===== src/hw/rtl/rtfh_pkg.sv =====
// Package for the ray/triangle first-hit block: payload types, register indexes.
// No dependencies.
package rtfh_pkg;
    localparam int unsigned CfgIdxW = 3;
    localparam int unsigned WideW   = 128;

    typedef enum logic [CfgIdxW-1:0] {
        REG_ORIGIN_X = 3'd0,
        REG_ORIGIN_Y = 3'd1,
        REG_ORIGIN_Z = 3'd2,
        REG_DIR_X    = 3'd3,
        REG_DIR_Y    = 3'd4,
        REG_DIR_Z    = 3'd5
    } t_cfg_idx;

    typedef struct packed {
        logic signed [31:0] a_x;
        logic signed [31:0] a_y;
        logic signed [31:0] a_z;
        logic signed [31:0] b_x;
        logic signed [31:0] b_y;
        logic signed [31:0] b_z;
        logic signed [31:0] c_x;
        logic signed [31:0] c_y;
        logic signed [31:0] c_z;
        logic               last_triangle;
    } t_tri_in;

    typedef struct packed {
        logic        hit;
        logic [31:0] distance;
    } t_hit_out;

    // front-to-back queue entry: classified triangle
    typedef struct packed {
        logic              cand;   // nonzero den and tn, passes the sign tests
        logic [WideW-1:0]  num;    // tn shifted by frac bits
        logic [WideW-1:0]  dvs;    // 2*den, positive
        logic              last;
    } t_job;
endpackage


===== src/hw/rtl/rtfh_queue.sv =====
// Two-entry queue between front and back parts.
// Depends on rtfh_pkg.
module rtfh_queue
    import rtfh_pkg::*;
(
    input  logic i_clk,
    input  logic i_rst_n,
    input  logic i_push,
    input  t_job i_job,
    output logic o_full,
    input  logic i_pop,
    output logic o_empty,
    output t_job o_job
);
    t_job r_mem [2];
    logic r_wp, r_rp;
    logic [1:0] r_cnt;
    assign o_full  = (r_cnt == 2'd2);
    assign o_empty = (r_cnt == 2'd0);
    assign o_job   = r_mem[r_rp];
    always_ff @(posedge i_clk) begin
        if (!i_rst_n) begin
            r_wp <= 1'b0; r_rp <= 1'b0; r_cnt <= '0;
        end else begin
            if (i_push) begin r_mem[r_wp] <= i_job; r_wp <= ~r_wp; end
            if (i_pop) r_rp <= ~r_rp;
            r_cnt <= r_cnt + {1'b0, i_push} - {1'b0, i_pop};
        end
    end
endmodule


===== config.mk =====
export PLATFORM = sky130hd
export DESIGN_NAME = rtfh_queue
export DESIGN_NICKNAME = d
export VERILOG_FILES = /design/src/hw/rtl/rtfh_pkg.sv /design/src/hw/rtl/rtfh_queue.sv
export SDC_FILE = /design/constraint.sdc
export NUM_CORES = 1
export LEC_CHECK = 0
export BUFFER_PORTS_ARGS = -buffer_cell sky130_fd_sc_hd__buf_2
export CORE_UTILIZATION = 35
export CTS_BUF_LIST = sky130_fd_sc_hd__clkbuf_4 sky130_fd_sc_hd__clkbuf_8 sky130_fd_sc_hd__clkbuf_16
export DETAILED_ROUTE_END_ITERATION = 6
export HOLD_SLACK_MARGIN = 0.15
export PLACE_DENSITY = 0.67
export SLEW_MARGIN = 25
export SYNTH_ARGS = -nofsm -noshare
export SYNTH_HDL_FRONTEND = slang
export SYNTH_SLANG_ARGS = --single-unit
export TNS_END_PERCENT = 10

===== constraint.sdc =====
create_clock -name i_clk -period 12.8 [get_ports i_clk]
set_input_delay 1.28 -clock i_clk [delete_from_list [all_inputs] [get_ports i_clk]]
set_output_delay 1.28 -clock i_clk [all_outputs]
set_load 0.05 [all_outputs]

# Yosys cells after proc, flatten, opt, wreduce, memory -nomap -nowiden
# Memory sizes are Yosys's and may differ from the RTL's. A register that Yosys moved wholly into a read port is not among the register bits.
# Index checks and enable logic that the tools add are counted.
# classes
n_addsub	2
eq_ne	1
muxes	5
bitwise_logic	2
n_reduce_logical	1
# op_table
cell	count
1-bit two-way mux	5
2-bit by 1-bit adder with 2-bit output	1
2-bit equality test (second input constant)	1
2-bit logical NOT	1
1-bit inverter	2
2-bit by 1-bit subtractor with 2-bit output	1
# word_totals
reg_bits	4
ramBits	516
inputBits	262
word_cells	15
memories	1
# mem_list
name	words	word_bits	rd	rd_clocked_by_memory_dff	write_ports	line_no	rtl
r_mem	2	258	1	1	1	rtfh_queue.sv:15	t_job r_mem [2];

# Depth between registers and ports, before layout
# logic_depth
word_depth	3
ltp_mapped	6
depth_no_buf	6

# Worst setup path before layout
# No wires, ideal clock.
# synth_timing
path_type	input to register
from	input port i_rst_n
to	memory r_mem[0][0] in the netlist's numbering, enable pin
t_arrival_ns	12.152
setup_slack_ns	-0.242
path_stages	2
n_path_buf	0
cell_sequence	nand2_1 > nor2_1
# synth_between
elab_chain_len	2
# synth_lines
element	line_no	rtl
start: declaration	rtfh_queue.sv:7	input logic i_rst_n,
1-bit two-way mux	rtfh_queue.sv:22	if (!i_rst_n) begin
1-bit two-way mux (not written as such)	rtfh_queue.sv:25	if (i_push) begin r_mem[r_wp] <= i_job; r_wp <= ~r_wp; end
end: declaration	rtfh_queue.sv:15	
# Every way passes these cells.

==> results.yml <==
status:
  outcome: "completed"
job:
  drv_cap: 0
die:
  pin_count: 522
  fp.dieW_um: 239
  die_h_um: 239
  dieArea_sq_mm: 0.0572
  core-area_sq_mm: 0.0553
  start_util_pct: 35.6
  rows: 86
timing:
  maxSlewHeadroom_pct: 28.6
  finalMaxSlewViolations: 0
  setup_tns_ns: 0
  hold_viol: 0
  rsz0062_at_grt: "false"
  finalSetupViolCount: 0
  worst_pin_slew_ns: 1.07
  min_period_ns: 5.14
  max_freq_mhz: 195
  skew_ns: 0.0121
  fin_crit_sh_pct: 40.1
clock_network:
  post_cts_buffers: 0
  cts_hold_buf: 0
  cts_sinks: 521
  cts_resized: 0
  cts_tree: "built"
  root_buffer: "clkbuf_16"
  htreeDepth: 2
  ctsLongestPathBuffers: 3
  insertion_delay_ns: 0.58
  numCtsBuffers: 53
  clk_pin_slew_worst_paths_ns: 0.06
power_and_ir_drop:
  static-leakage-power_nw: 9.57
  powerDensity_mw_per_mm2: 165
  vdd_drop_max_uv: 136
  power_mw: 4.11
synth:
  syn_nets: 1089
  syn-instance-count: 825
  synth-seq-area-share_pct: 79.2
  yosys_register_bits: 521
  post_synth.cell_area_avg_sq_um: 23.9
  syn_area_sq_mm: 0.0197
  ys_types: 16
  synth-warning-count: 0
worst_setup_path:
  crit_arrival_ns: 3.86
  crit_path_start_kind: "register"
  rr_worst_depth: 3
  crit_fanout: 57
  r2r_end: "r_mem[1][46]"
  r2r-start: "r_wp"
  worstSetupPathType: "reg2out"
  cp.required_ns: 11.52
  r2r_slack_ns: 9.47
  end_kind: "output port"
  cp-endpoint: "o_job[150]"
grt:
  grt_max_degree: 75
  track_usage_pct: 13.7
  antenna_found_initial: 10
  grt-ovfl-total: 0
  grt_pass1_vias: 10021
  grt_pass1_wl_um: 58800
layout:
  most-common-layout-cells: "buf_2, edfxtp_1, mux2_4, mux2_2, clkbuf_16"
  n_fill_cell: 4811
  drive_gt1_share_pct: 61.7
  layout_commonest_cell: "buf_2"
  fin_nets: 1649
  area_growth_syn_to_layout_pct: 26.0
  postLayoutCellArea_sq_mm: 0.0248
placed_design:
  place_hpwl_um: 28600
  gp_congestion: 0.796
  port_buffers: 521
  placed_cell_area_sq_mm: 0.0230
worst_hold_path:
  hold_class: "reg2reg"
routing:
  post_drt_wl_per_cell_um: 18.9
  wirelength_um: 41200
  antenna_left: 0
  routed_via_density: 4.45
  drc: 0
  vias: 9704
  first_iter_violations: 355
  dr.pass1.iters: 4
how the worst min path moves through the flow:
stage / from / end / slack (ns) / cells after the start
4_1_cts: r_rp / register / 0.58 / 2
6_report: r_rp / register / 0.58 / 2
5_1_grt: r_rp / register / 0.61 / 2
3_3_place_gp: r_rp / register / 0.56 / 2
2_1_floorplan: r_rp / register / 0.55 / 2
3_5_place_dp: r_rp / register / 0.57 / 2
where the power goes:
| part | leakage (nW) | total [mW] | internal [mW] | switching, mW |
|---|---|---|---|---|
| clock | 0.867 | 1.52 | 0.899 | 0.618 |
| sequential | 4.78 | 1.98 | 1.95 | 0.0243 |
| combinational | 3.92 | 0.615 | 0.200 | 0.416 |
| total | 9.57 | 4.11 | 3.05 | 1.06 |
state kept, by name, indices dropped and copies added, names as in the netlist, named ones only:
| register | flops |
|---|---|
| r_mem | 516 |
| r_wp | 1 |
| r_cnt | 2 |
| r_rp | 1 |
worst max-delay path, stage by stage (launching register included):
cell and delay [ns]:
dfxtp_4 0.85, buf_4 0.77, buf_4 0.94, mux2_4 0.37, buf_2 0.21
area by class of cell:
type                            instances  area, sq um  share of cell area [%]
Clock buffer                           70         1490                    6.00
Antenna cell                            5         12.5                  0.0504
Timing Repair Buffer                  534         2750                    11.1
Tap cell                              748          936                    3.77
Inverter                                2         7.51                  0.0302
Sequential cell                       521        15600                    62.8
Multi-Input combinational cell        273         3790                    15.3
Clock inverter                         29          246                   0.993
cell usage after synthesis, drive strengths merged:
master | n | area share, %
nor2b | 2 | 0.064
and3 | 1 | 0.032
and2 | 4 | 0.13
xor2 | 2 | 0.089
nand2 | 1 | 0.019
mux2 | 258 | 19
buf | 29 | 1.6
nor2 | 2 | 0.038
inv | 2 | 0.038
xnor3 | 1 | 0.11
dfxtp | 5 | 0.51
edfxtp | 516 | 79
ha | 2 | 0.13
metrics by stage:
step,std cells,utilization (%),setup WS (ns),hold slack [ns]
global placement,2076,41.6,8.19,0.564
detailed placement,2076,41.6,8.15,0.566
global route,2180,44.9,7.50,0.607
finish,2182,44.9,7.66,0.577
CTS,2175,44.8,7.50,0.580
floorplan,825,-,4.29,0.555
cells by family (layout without fill, tap and decap cells):
kind of cell	Yosys count	in the layout	synth area share, %
other	0	5	0
multiplexers	258	258	18.6
XOR/XNOR	3	3	0.203
AND/OR/NAND/NOR	10	10	0.279
buffers and inverters	31	635	1.64
adder cells (fa/ha/maj)	2	2	0.127
flip-flops	521	521	79.2
layer usage:
layer / track usage [%] / share of wire, % / vias to the layer above
li1: - / - / 4432
met4: 5.30 / 3.1 / 12
met2: 24.2 / 52 / 359
met1: 15.1 / 37 / 4807
met3: 4.69 / 7.7 / 94
met5: 0 / 0.20 / -
No activity file was read; power rests on OpenSTA's default activity.
