<file path="src/hw/rtl/rtfh_pkg.sv">
// Package for the ray/triangle first-hit block: payload types, register indexes.
// No dependencies.
package rtfh_pkg;
    localparam int unsigned CfgIdxW = 3;
    localparam int unsigned WideW   = 128;

    typedef enum logic [CfgIdxW-1:0] {
        REG_ORIGIN_X = 3'd0,
        REG_ORIGIN_Y = 3'd1,
        REG_ORIGIN_Z = 3'd2,
        REG_DIR_X    = 3'd3,
        REG_DIR_Y    = 3'd4,
        REG_DIR_Z    = 3'd5
    } t_cfg_idx;

    typedef struct packed {
        logic signed [31:0] a_x;
        logic signed [31:0] a_y;
        logic signed [31:0] a_z;
        logic signed [31:0] b_x;
        logic signed [31:0] b_y;
        logic signed [31:0] b_z;
        logic signed [31:0] c_x;
        logic signed [31:0] c_y;
        logic signed [31:0] c_z;
        logic               last_triangle;
    } t_tri_in;

    typedef struct packed {
        logic        hit;
        logic [31:0] distance;
    } t_hit_out;

    // front-to-back queue entry: classified triangle
    typedef struct packed {
        logic              cand;   // nonzero den and tn, passes the sign tests
        logic [WideW-1:0]  num;    // tn shifted by frac bits
        logic [WideW-1:0]  dvs;    // 2*den, positive
        logic              last;
    } t_job;
endpackage

</file>
<file path="src/hw/rtl/rtfh_back.sv">
// Back part: restoring divider for t/2, first-hit record, result register.
// Depends on rtfh_pkg.
module rtfh_back
    import rtfh_pkg::*;
(
    input  logic     i_clk,
    input  logic     i_rst_n,
    input  logic     i_empty,
    input  t_job     i_job,
    output logic     o_pop,
    output logic     o_valid,
    input  logic     i_stall,
    output t_hit_out o_res
);
    typedef enum logic [1:0] { S_IDLE, S_DIV, S_DONE } t_state;
    t_state r_state;
    logic [6:0] r_cnt;
    logic [WideW-1:0] r_num, r_rem, r_dvs;
    logic [32:0] r_q;
    logic r_sat, r_last, r_found;
    logic [31:0] r_fdist;
    logic [WideW-1:0] n_rem;
    logic n_ge;
    logic w_hit;

    always_comb begin
        n_rem = {r_rem[WideW-2:0], r_num[WideW-1]};
        n_ge  = (n_rem >= r_dvs);
    end
    assign o_pop = (r_state == S_IDLE) && !i_empty && !(o_valid && i_stall);

    // quotient fits and is not the all-ones no-hit code
    assign w_hit = !r_sat && (r_q[31:0] != '1) && !r_q[32];

    always_ff @(posedge i_clk) begin
        if (!i_rst_n) begin
            r_state <= S_IDLE;
            o_valid <= 1'b0;
            r_found <= 1'b0;
            r_fdist <= '1;
        end else begin
            if (o_valid && !i_stall) o_valid <= 1'b0;
            unique case (r_state)
                S_IDLE: begin
                    if (o_pop) begin
                        r_num  <= i_job.num;
                        r_dvs  <= i_job.dvs;
                        r_rem  <= '0;
                        r_q    <= '0;
                        r_sat  <= !(i_job.cand && !r_found);
                        r_cnt  <= '0;
                        r_last <= i_job.last;
                        r_state <= (i_job.cand && !r_found) ? S_DIV : S_DONE;
                    end
                end
                S_DIV: begin
                    // one quotient bit per cycle
                    r_rem <= n_ge ? n_rem - r_dvs : n_rem;
                    r_num <= r_num << 1;
                    r_q   <= {r_q[31:0], n_ge};
                    if (r_q[32] || (r_cnt < 7'd95 && n_ge)) r_sat <= 1'b1;
                    r_cnt <= r_cnt + 7'd1;
                    if (r_cnt == 7'd127) r_state <= S_DONE;
                end
                default: begin
                    // close the object, or record the first hit
                    if (r_last) begin
                        o_valid        <= 1'b1;
                        o_res.hit      <= w_hit || r_found;
                        o_res.distance <= r_found ? r_fdist : (w_hit ? r_q[31:0] : '1);
                        r_found        <= 1'b0;
                        r_fdist        <= '1;
                    end else if (w_hit) begin
                        r_found <= 1'b1;
                        r_fdist <= r_q[31:0];
                    end
                    r_state <= S_IDLE;
                end
            endcase
        end
    end
endmodule

</file>
<file path="config.mk">
export PLATFORM = sky130hd
export DESIGN_NAME = rtfh_back
export DESIGN_NICKNAME = d
export VERILOG_FILES = /design/src/hw/rtl/rtfh_pkg.sv /design/src/hw/rtl/rtfh_back.sv
export SDC_FILE = /design/constraint.sdc
export NUM_CORES = 1
export LEC_CHECK = 0
export ABC_CLOCK_PERIOD_IN_PS = 11100
export BUFFER_PORTS_ARGS = -buffer_cell sky130_fd_sc_hd__buf_4
export CORE_MARGIN = 4
export CORE_UTILIZATION = 60
export DETAILED_ROUTE_END_ITERATION = 8
export PLACE_DENSITY = 0.8
export SLEW_MARGIN = 10
export SYNTH_ARGS = -nofsm -noshare
export SYNTH_HDL_FRONTEND = slang
export SYNTH_SLANG_ARGS = --single-unit
export TNS_END_PERCENT = 1
</file>
<file path="constraint.sdc">
create_clock -name i_clk -period 11.1 [get_ports i_clk]
set_clock_uncertainty 0.2 [all_clocks]
set_input_delay 0.555 -clock i_clk [delete_from_list [all_inputs] [get_ports i_clk]]
set_output_delay 0.555 -clock i_clk [all_outputs]
set_load 0.02 [all_outputs]
</file>
# After elaboration in Yosys (flattened, before gate mapping)
# Index checks and enable logic that the tools add are counted.
# W data, S select, Z words.
# word_totals
regBits,494
input_bits,262
output_inout_bits,35
elab_cells,76
# op_classes
n_addsub,2
order_cmp,2
eq_ne,6
mux,25
bitwise_logic,1
reduce_logical,27
# ops
cell,count
$pmux W128 S2,1
$mux W127,2
$pmux W127 S2,1
$ge A128 B128 Y1,1
$mux W128,1
$mux W32,4
$sub A127 B127 Y127,1
$pmux W33 S2,1
$mux W33,1
$ne A32 B32 Y1 const B,1
$pmux W7 S2,1
$reduce_and A3 Y1,3
$logic_and A1 B1 Y1,8
$add A7 B1 Y7 const B,1
$eq A7 B7 Y1 const B,1
$logic_not A1 Y1,7
$lt A7 B7 Y1 const B,1
$mux W1,7
$mux W7,1
$mux W2,3
$ne A2 B2 Y1 const B,3
$pmux W2 S2,1
$reduce_and A2 Y1,2
$reduce_and A4 Y1,1
7 further kinds,9

# Longest topological paths before layout
# Gate-level depths: netlist of the first run.
# depth
word_depth,5
mapped_depth,16

# Worst setup path before layout of the first run
# No wires, ideal clock.
# synth_timing
path_kind,input -> register
start,in i_stall
end,reg r_sat (enable)
t_arrival_ns,8.589
slack_ns,2.001
cell_stages,4
path_buffers,0
cell_sequence,a2111oi_0 -> o21ai_0 -> inv_1 -> o31a_1
# synth_via
elab_chain_cells,5
# synth_rtl
element,line_no,source
from (decl),rtfh_back.sv:12,"input logic i_stall,"
$logic_and A1 B1 Y1,rtfh_back.sv:30,assign o_pop = (r_state == S_IDLE) && !i_empty && !(o_valid && i_stall);
$logic_not A1 Y1,rtfh_back.sv:30,
$logic_and A1 B1 Y1,rtfh_back.sv:30,
$ne A2 B2 Y1 (no source line),n/a,
$reduce_and A4 Y1 (no source line),n/a,
to (signal assigned),rtfh_back.sv:50,r_sat <= !(i_job.cand && !r_found);
to (decl),rtfh_back.sv:20,"logic r_sat, r_last, r_found;"
# No other way between the ends.
# A chain may end at the register's enable or synchronous reset.

# Final worst setup path of the first run
# layout_timing
start,reg r_num[127]
end,reg r_rem[0] (data pin)
# layout_via
elab_chain_cells,3
elab_cells_between_ends,4
classes_between,add/sub: 1; order compare: 1; mux: 2
# layout_rtl
element,line_no,source
from (decl),rtfh_back.sv:18,"logic [WideW-1:0] r_num, r_rem, r_dvs;"
from (signal assigned),rtfh_back.sv:46,r_num <= i_job.num;
from (signal assigned),rtfh_back.sv:59,r_num <= r_num << 1;
$sub A127 B127 Y127 or $ge A128 B128 Y1 (tied branches),"rtfh_back.sv:58, rtfh_back.sv:28",
$mux W127 (*),rtfh_back.sv:58,r_rem <= n_ge ? n_rem - r_dvs : n_rem;
$pmux W127 S2 (*),rtfh_back.sv:43,unique case (r_state)
to (signal assigned),rtfh_back.sv:58,
to (decl),rtfh_back.sv:18,
# Mark *: on every way between the ends. The rest lies on a longest branch, timed or not.

==> results of run 1 <==
==> power by group through the flow <==
| stage | combinational, uW | sequential, uW | clock (uW) |
|---|---|---|---|
| after floorplan | 720 | 2300 | 0 |
| after global placement | 1010 | 2280 | 0 |
| after detailed placement | 1030 | 2290 | 0 |
| after CTS | 1090 | 2250 | 1700 |
| after global routing | 1220 | 2260 | 1790 |
| final | 1120 | 2250 | 1700 |
==> layer usage <==
metal	GRT usage [%]	vias to the layer above	routed length (microns)	share of wire, %
met4	12.5	0	3520	4.0
li1	-	11900	-	-
met1	43.2	12200	34500	40
met3	5.02	275	6840	7.8
met5	0	-	0	0
met2	54.8	1352	42300	49
==> critical path, cell delays in order (launching register included) <==
cell and delay [ns]:
edfxtp_1 0.36, inv_1 0.06, ha_1 0.23, fa_1 0.40
nand2b_1 0.20, a211o_1 0.30, a31o_1 0.24, o311ai_4 0.41
a211oi_2 0.17, o21a_1 0.33, o2111ai_2 0.30, a41o_4 0.65
buf_4 0.85, nor2_1 0.13, a211oi_1 0.32
==> worst max-delay path by stage <==
stage / slack (ns) / start / to
after global placement: 6.11 / r_num[127] / r_rem[0]
after global routing: 5.51 / r_num[127] / r_rem[68]
after detailed placement: 5.92 / r_num[127] / r_rem[20]
after floorplan: 2.00 / i_stall / r_sat
after CTS: 5.90 / r_num[127] / r_rem[38]
final: 5.68 / r_num[127] / r_rem[0]
==> state kept, by name (all words and copies together) (netlist names) <==
register / flops
r_dvs: 128
r_num: 128
r_rem: 127
o_res: 33
r_q: 33
r_fdist: 32
r_cnt: 7
r_state: 2
o_valid: 1
r_found: 1
r_last: 1
r_sat: 1
==> cells by family (layout without fill, tap and decap cells) <==
kind of cell,Yosys count,after routing
and+or+nand+nor,1209,1209
AOI/OAI and AO/OA,782,782
DFF,494,494
buffers and inverters,408,809
adders and majority gates,130,130
xor gates and xnor gates,112,112
muxes,1,1
other,0,3
==> layout make-up <==
cell class | count | area, sq um | share of cell area [%]
multi-input combinational | 2234 | 12700 | 36.9
tap | 607 | 759 | 2.20
timing repair buffer | 489 | 4120 | 11.9
clock buffer | 69 | 1400 | 4.04
antenna | 3 | 7.51 | 0.0217
inverter | 226 | 856 | 2.47
sequential | 494 | 14500 | 41.9
clock inverter | 25 | 218 | 0.630
==> cell usage in the layout (no fill, tap or decap), types with 37 or more instances in the layout <==
cell and n:
nand2_1 713, edfxtp_1 458, a21oi_1 331, buf_4 309, inv_1 225, dlygate4sd3_1 180, nor2_1 147, o21ai_0 134
ha_1 129, nand4_1 98, nor3_1 75, xnor2_1 75, a21o_1 63, clkbuf_16 53, o21bai_1 50, nand3_1 47
and2_1 38, xor2_1 37
==> per-stage QoR <==
step | std cells | hold slack [ns]
finish | 4147 | 0.0160
global route | 4147 | 0.0125
CTS | 4144 | 0.0000864
detailed placement | 3870 | 0.278
global placement | 3870 | 0.273
floorplan | 3136 | 0.264
==> timing repair <==
action,in CTS,in global routing
setup buffers,0,0
setup endpoints to repair,0,0
endpoints found under the hold margin,180,0
hold buffers,180,0
==> impl_metrics.yaml, run 1 <==
hold_path:
  hp-start: "i_job[153]"
  hold_depth: 3
  min_delay_worst_endpoint: "r_num[24]"
  hold_path_class: "primary input to flop"
logic_synthesis:
  async_flop_share_pct: 0
  synth_common_cells: "713 x nand2_1, 458 x edfxtp_1, 331 x a21oi_1"
  synth_fp_nets: 3528
  synth_area_per_cell_sq_um: 9.16
  synth_top_family_by_area: "simple AND/OR/NAND/NOR gates"
  yosys.area_share.simple_pct: 18.5
  synth_compound_area_share_pct: 16.6
  synth_top_cell_area_share_pct: 47.9
  synthAdderAreaFrac_pct: 5.69
  post-synth-top-count-cell: "nand2_1"
  yosysWarnings: 0
  yosysTopAreaCell: "edfxtp_1"
  synth_enable_flop_cells: 458
  syn_area_sq_um: 28700
  ys_seq_elements: 494
  synth_flop_cell: "edfxtp_1"
  synth.distinct_cells: 72
  synth_mux_area_share_pct: 0.0392
  synth_xor_xnor_area_share_pct: 3.41
  ys_seq_area_share_pct: 50.4
  ys_top_cells_by_area: "edfxtp_1 48%, nand2_1 9.3%, a21oi_1 5.8%"
  postSynthCellCount: 3136
sta:
  finalWorstSetupSlack_ns: 5.68
  worstMarginPinSlew_ns: 1.27
  rsz0062_at_grt: "false"
  fin_crit_sh_pct: 48.8
  hold_viol: 0
  relSlewSlack_pct: 15.5
  period_minus_slack_ns: 5.42
  tns_ns: 0
  setup_viol_count_final: 0
  fmax_mhz: 184
  drv_slew: 0
power_and_ir_drop:
  pwr-share-comb_pct: 22.1
  seq_power_share_pct: 44.4
  irDropWorstVdd_mv: 0.134
  power_uw: 5080
  switching_power_uw: 1530
  clkPwrFrac_pct: 33.5
  p_leak_uw: 0.0143
  netSwitchingFraction_pct: 30.2
  intPower_uw: 3540
  p_per_area_nw_per_um2: 147
flow_run:
  cap_viol_max_count: 0
drt:
  drtPass1Iterations: 9
  drt_iter0_drc: 2662
  wire_per_inst_microns: 21.0
  dr_total_vias: 25700
  drtAntennaViolNets: 0
  drc_errors: 0
  routed_via_density: 6.20
  wirelength_microns: 87200
grt:
  grtUsageTotal_pct: 32.7
  first_global_vias: 25000
  overflow: 0
  antenna_found_initial: 3
  grt_max_degree: 141
  grt_pass1_wl_microns: 134000
setup_path:
  worstRegToRegCells: 14
  end_kind: "flop"
  arrival_ns: 5.63
  crit_fanout: 83
  cp-start-kind: "flop"
  crit_type: "flop to flop"
  reg2reg_setup_slack_ns: 5.68
  cp.required_ns: 11.31
  rr_endpoint: "r_rem[0]"
  regToRegStartpoint: "r_num[127]"
placement:
  place_area_sq_um: 31200
  dp_hpwl_microns: 58600
  pre_cts_ws_ns: 5.92
  io_buffer_count: 296
  place_congestion: 1.03
layout:
  num-nets-final: 3889
  fill_cells: 3212
  stdcell_area_sq_um: 34600
  drive_gt1_share_pct: 11.5
  syn2layout_area_growth_pct: 20.4
  final_util_pct: 73.7
cts:
  clock_latency_ns: 0.62
  cts_resized: 0
  cts_sinks: 494
  clk_pin_slew_worst_paths_ns: 0.07
  cts_made_buffers: 52
  h-tree-depth: 2
  cts_tree: "yes"
  cts_max_path_buffers: 3
  cts-root-buf: "clkbuf_16"
outcome:
  status: "completed"
floorplan:
  ios: 297
  core_sq_um: 47000
  initial_utilization_pct: 61.2
  die_h_microns: 227
  dieArea_sq_um: 51400
  die_x_microns: 227
  rows: 79
No activity file was read; power rests on OpenSTA's default activity.
==> run 2, diff against run 1 <==
ABC_CLOCK_PERIOD_IN_PS = 4790   (was 11100)
CORE_UTILIZATION = 54   (was 60)
PLACE_DENSITY = 0.76   (was 0.8)
clock period = 4.79 ns   (was 11.1 ns; I/O delays follow)
==> run 2 against run 1 <==
Net effect:
- sequential share of layout area decreased by 1.7 points
- wire length increased by 0.99%
- sequential cell count stayed put
- setup slack got worse by 5.4 ns
- largest power group unchanged
- combinational power grew 140%
- register-to-register slack got worse by 5.4 ns
- die area up 11%
- hold slack gained 0.12 ns
- via count is 0.79% higher
- total power up 140%
- first-iteration DRC count fell by 4.9%
- critical path depth is 1 higher
==> impl_metrics.yaml, run 2 (synthesis gave the netlist of run 1 again) <==
setup_path:
  crit_chain: "inv_1 -> ha_1 -> fa_1 -> nand2b_1 -> a211o_1 -> a31o_1 -> o311ai_4 -> a211oi_2 -> o21a_1 -> o2111ai_2 -> a41o_4 -> buf_12 -> nand3_1 -> a211o_1 -> o211ai_1"
  end_kind: "flop"
  regToRegStartpoint: "r_num[127]"
  crit_family: "compound AO/OA/AOI/OAI gates"
  crit_fanout: 81
  worstSetupStartpoint: "r_num[127]"
  cp-start-kind: "flop"
  cp.required_ns: 5.05
  arrival_ns: 4.82
  crit_type: "flop to flop"
  crit_top_cell: "a211o_1"
  crit_slowest_cell: "o311ai_4"
  cp_num_buf_inv: 2
  critical_path.max_stage_delay_ns: 0.41
  reg2reg_setup_slack_ns: 0.23
floorplan:
  ios: 297
  initial_utilization_pct: 54.6
  die_x_microns: 239
  dieArea_sq_um: 57000
  rows: 84
  core_sq_um: 52700
  die_h_microns: 239
power_and_ir_drop:
  seq_power_share_pct: 42.7
  pwr-share-comb_pct: 22.0
  switching_power_uw: 3620
  intPower_uw: 8630
  clkPwrFrac_pct: 35.3
  irDropWorstVdd_mv: 0.308
  p_leak_uw: 0.0150
  power_uw: 12200
  netSwitchingFraction_pct: 29.6
  p_per_area_nw_per_um2: 339
hold_path:
  hp-start: "i_job[62]"
  hold_path_class: "primary input to flop"
layout:
  final_common_cell: "nand2_1"
  final_cell_mix: "713 x nand2_1, 458 x edfxtp_1, 332 x buf_4"
  drive_gt1_share_pct: 12.3
  seqCellArea_sq_um: 14500
  syn2layout_area_growth_pct: 25.6
  largest_registers: "r_dvs: 128 flops, r_num: 128 flops, r_rem: 127 flops"
  fill_cells: 3925
  num-nets-final: 4004
  stdcell_area_sq_um: 36100
  multi_input_area_sq_um: 12800
sta:
  relSlewSlack_pct: 18.9
  fin_crit_sh_pct: 95.2
  finalWorstSetupSlack_ns: 0.230
  worstMarginPinSlew_ns: 1.22
  period_minus_slack_ns: 4.56
  rsz0062_at_grt: "false"
  hold_viol: 0
  drv_slew: 0
  fmax_mhz: 219
  hold_slack_ns: 0.135
  setup_viol_count_final: 0
grt:
  overflow: 0
  grt_max_degree: 180
  grtUsageTotal_pct: 29.6
  antenna_found_initial: 7
  grt_pass1_wl_microns: 136000
  first_global_vias: 25700
drt:
  dr_total_vias: 25900
  drtPass1Iterations: 6
  wirelength_microns: 88000
  drc_errors: 0
  routed_via_density: 5.95
  drtAntennaViolNets: 0
  wire_per_inst_microns: 20.2
  drt_iter0_drc: 2532
cts:
  clk_pin_slew_worst_paths_ns: 0.06
  cts-root-buf: "clkbuf_16"
  cts_resized: 0
  cts_made_buffers: 54
  cts_tree: "yes"
  clock_latency_ns: 0.62
  cts_max_path_buffers: 3
  cts_sinks: 494
  h-tree-depth: 2
outcome:
  status: "completed"
flow_run:
  cap_viol_max_count: 0
placement:
  dp_hpwl_microns: 58100
  place_area_sq_um: 31600
  io_buffer_count: 296
  pre_cts_ws_ns: 0.262
  place_congestion: 0.995
-- run 2: cell count changes in the layout (fill, tap and decap cells not counted), sizes merged --
| cell | delta |
|---|---|
| inv | +1 |
| bufinv | +4 |
| clkinv | +5 |
| clkbuf | -4 |
| diode | +5 |
| dlygate4sd3 | +83 |
| clkinvlp | -2 |
| buf | +30 |
-- run 2: worst paths after layout --
kind                       to  cells after the start
setup / recovery   r_rem[109]                     15
hold / removal      r_dvs[61]                      2
setup reg to reg   r_rem[109]                     15
hold reg to reg   r_fdist[22]                      2
-- run 2: final cells by class --
cell class / count / area share, %
Inverter: 226 / 2.36
Clock inverter: 33 / 1.05
Timing Repair Buffer: 602 / 14.6
Multi-Input combinational cell: 2234 / 35.4
Clock buffer: 65 / 4.03
Sequential cell: 494 / 40.1
Tap cell: 688 / 2.39
Antenna cell: 8 / 0.0555
-- run 2: routing by layer --
layer	global-route usage (%)	vias to the layer above	wire length, microns
met4	12.0	0	3760
met5	0	-	0
met1	39.1	12400	35900
met3	4.20	263	5970
met2	49.4	1136	42400
li1	-	12100	-
-- run 2: timing repair --
action / CTS / global route
hold endpoints to repair: 294 / 0
buffers inserted: 0 / 0
hold buffers: 263 / 0
-- run 2: stage by stage --
stage          instances  setup TNS (ns)  util, %
2_1_floorplan       3136         -286.05        -
3_3_place_gp        3981               0     60.0
3_5_place_dp        3981               0     60.0
4_1_cts             4342               0     68.5
5_1_grt             4348               0     68.5
6_report            4350               0     68.5
-- run 2: power groups by stage --
stage	clock network, uW	registers (uW)	logic (uW)
floorplan	0	5300	1670
global placement	0	5290	2390
detailed placement	0	5300	2430
CTS	4370	5220	2630
global route	4560	5240	2940
finish	4320	5220	2700
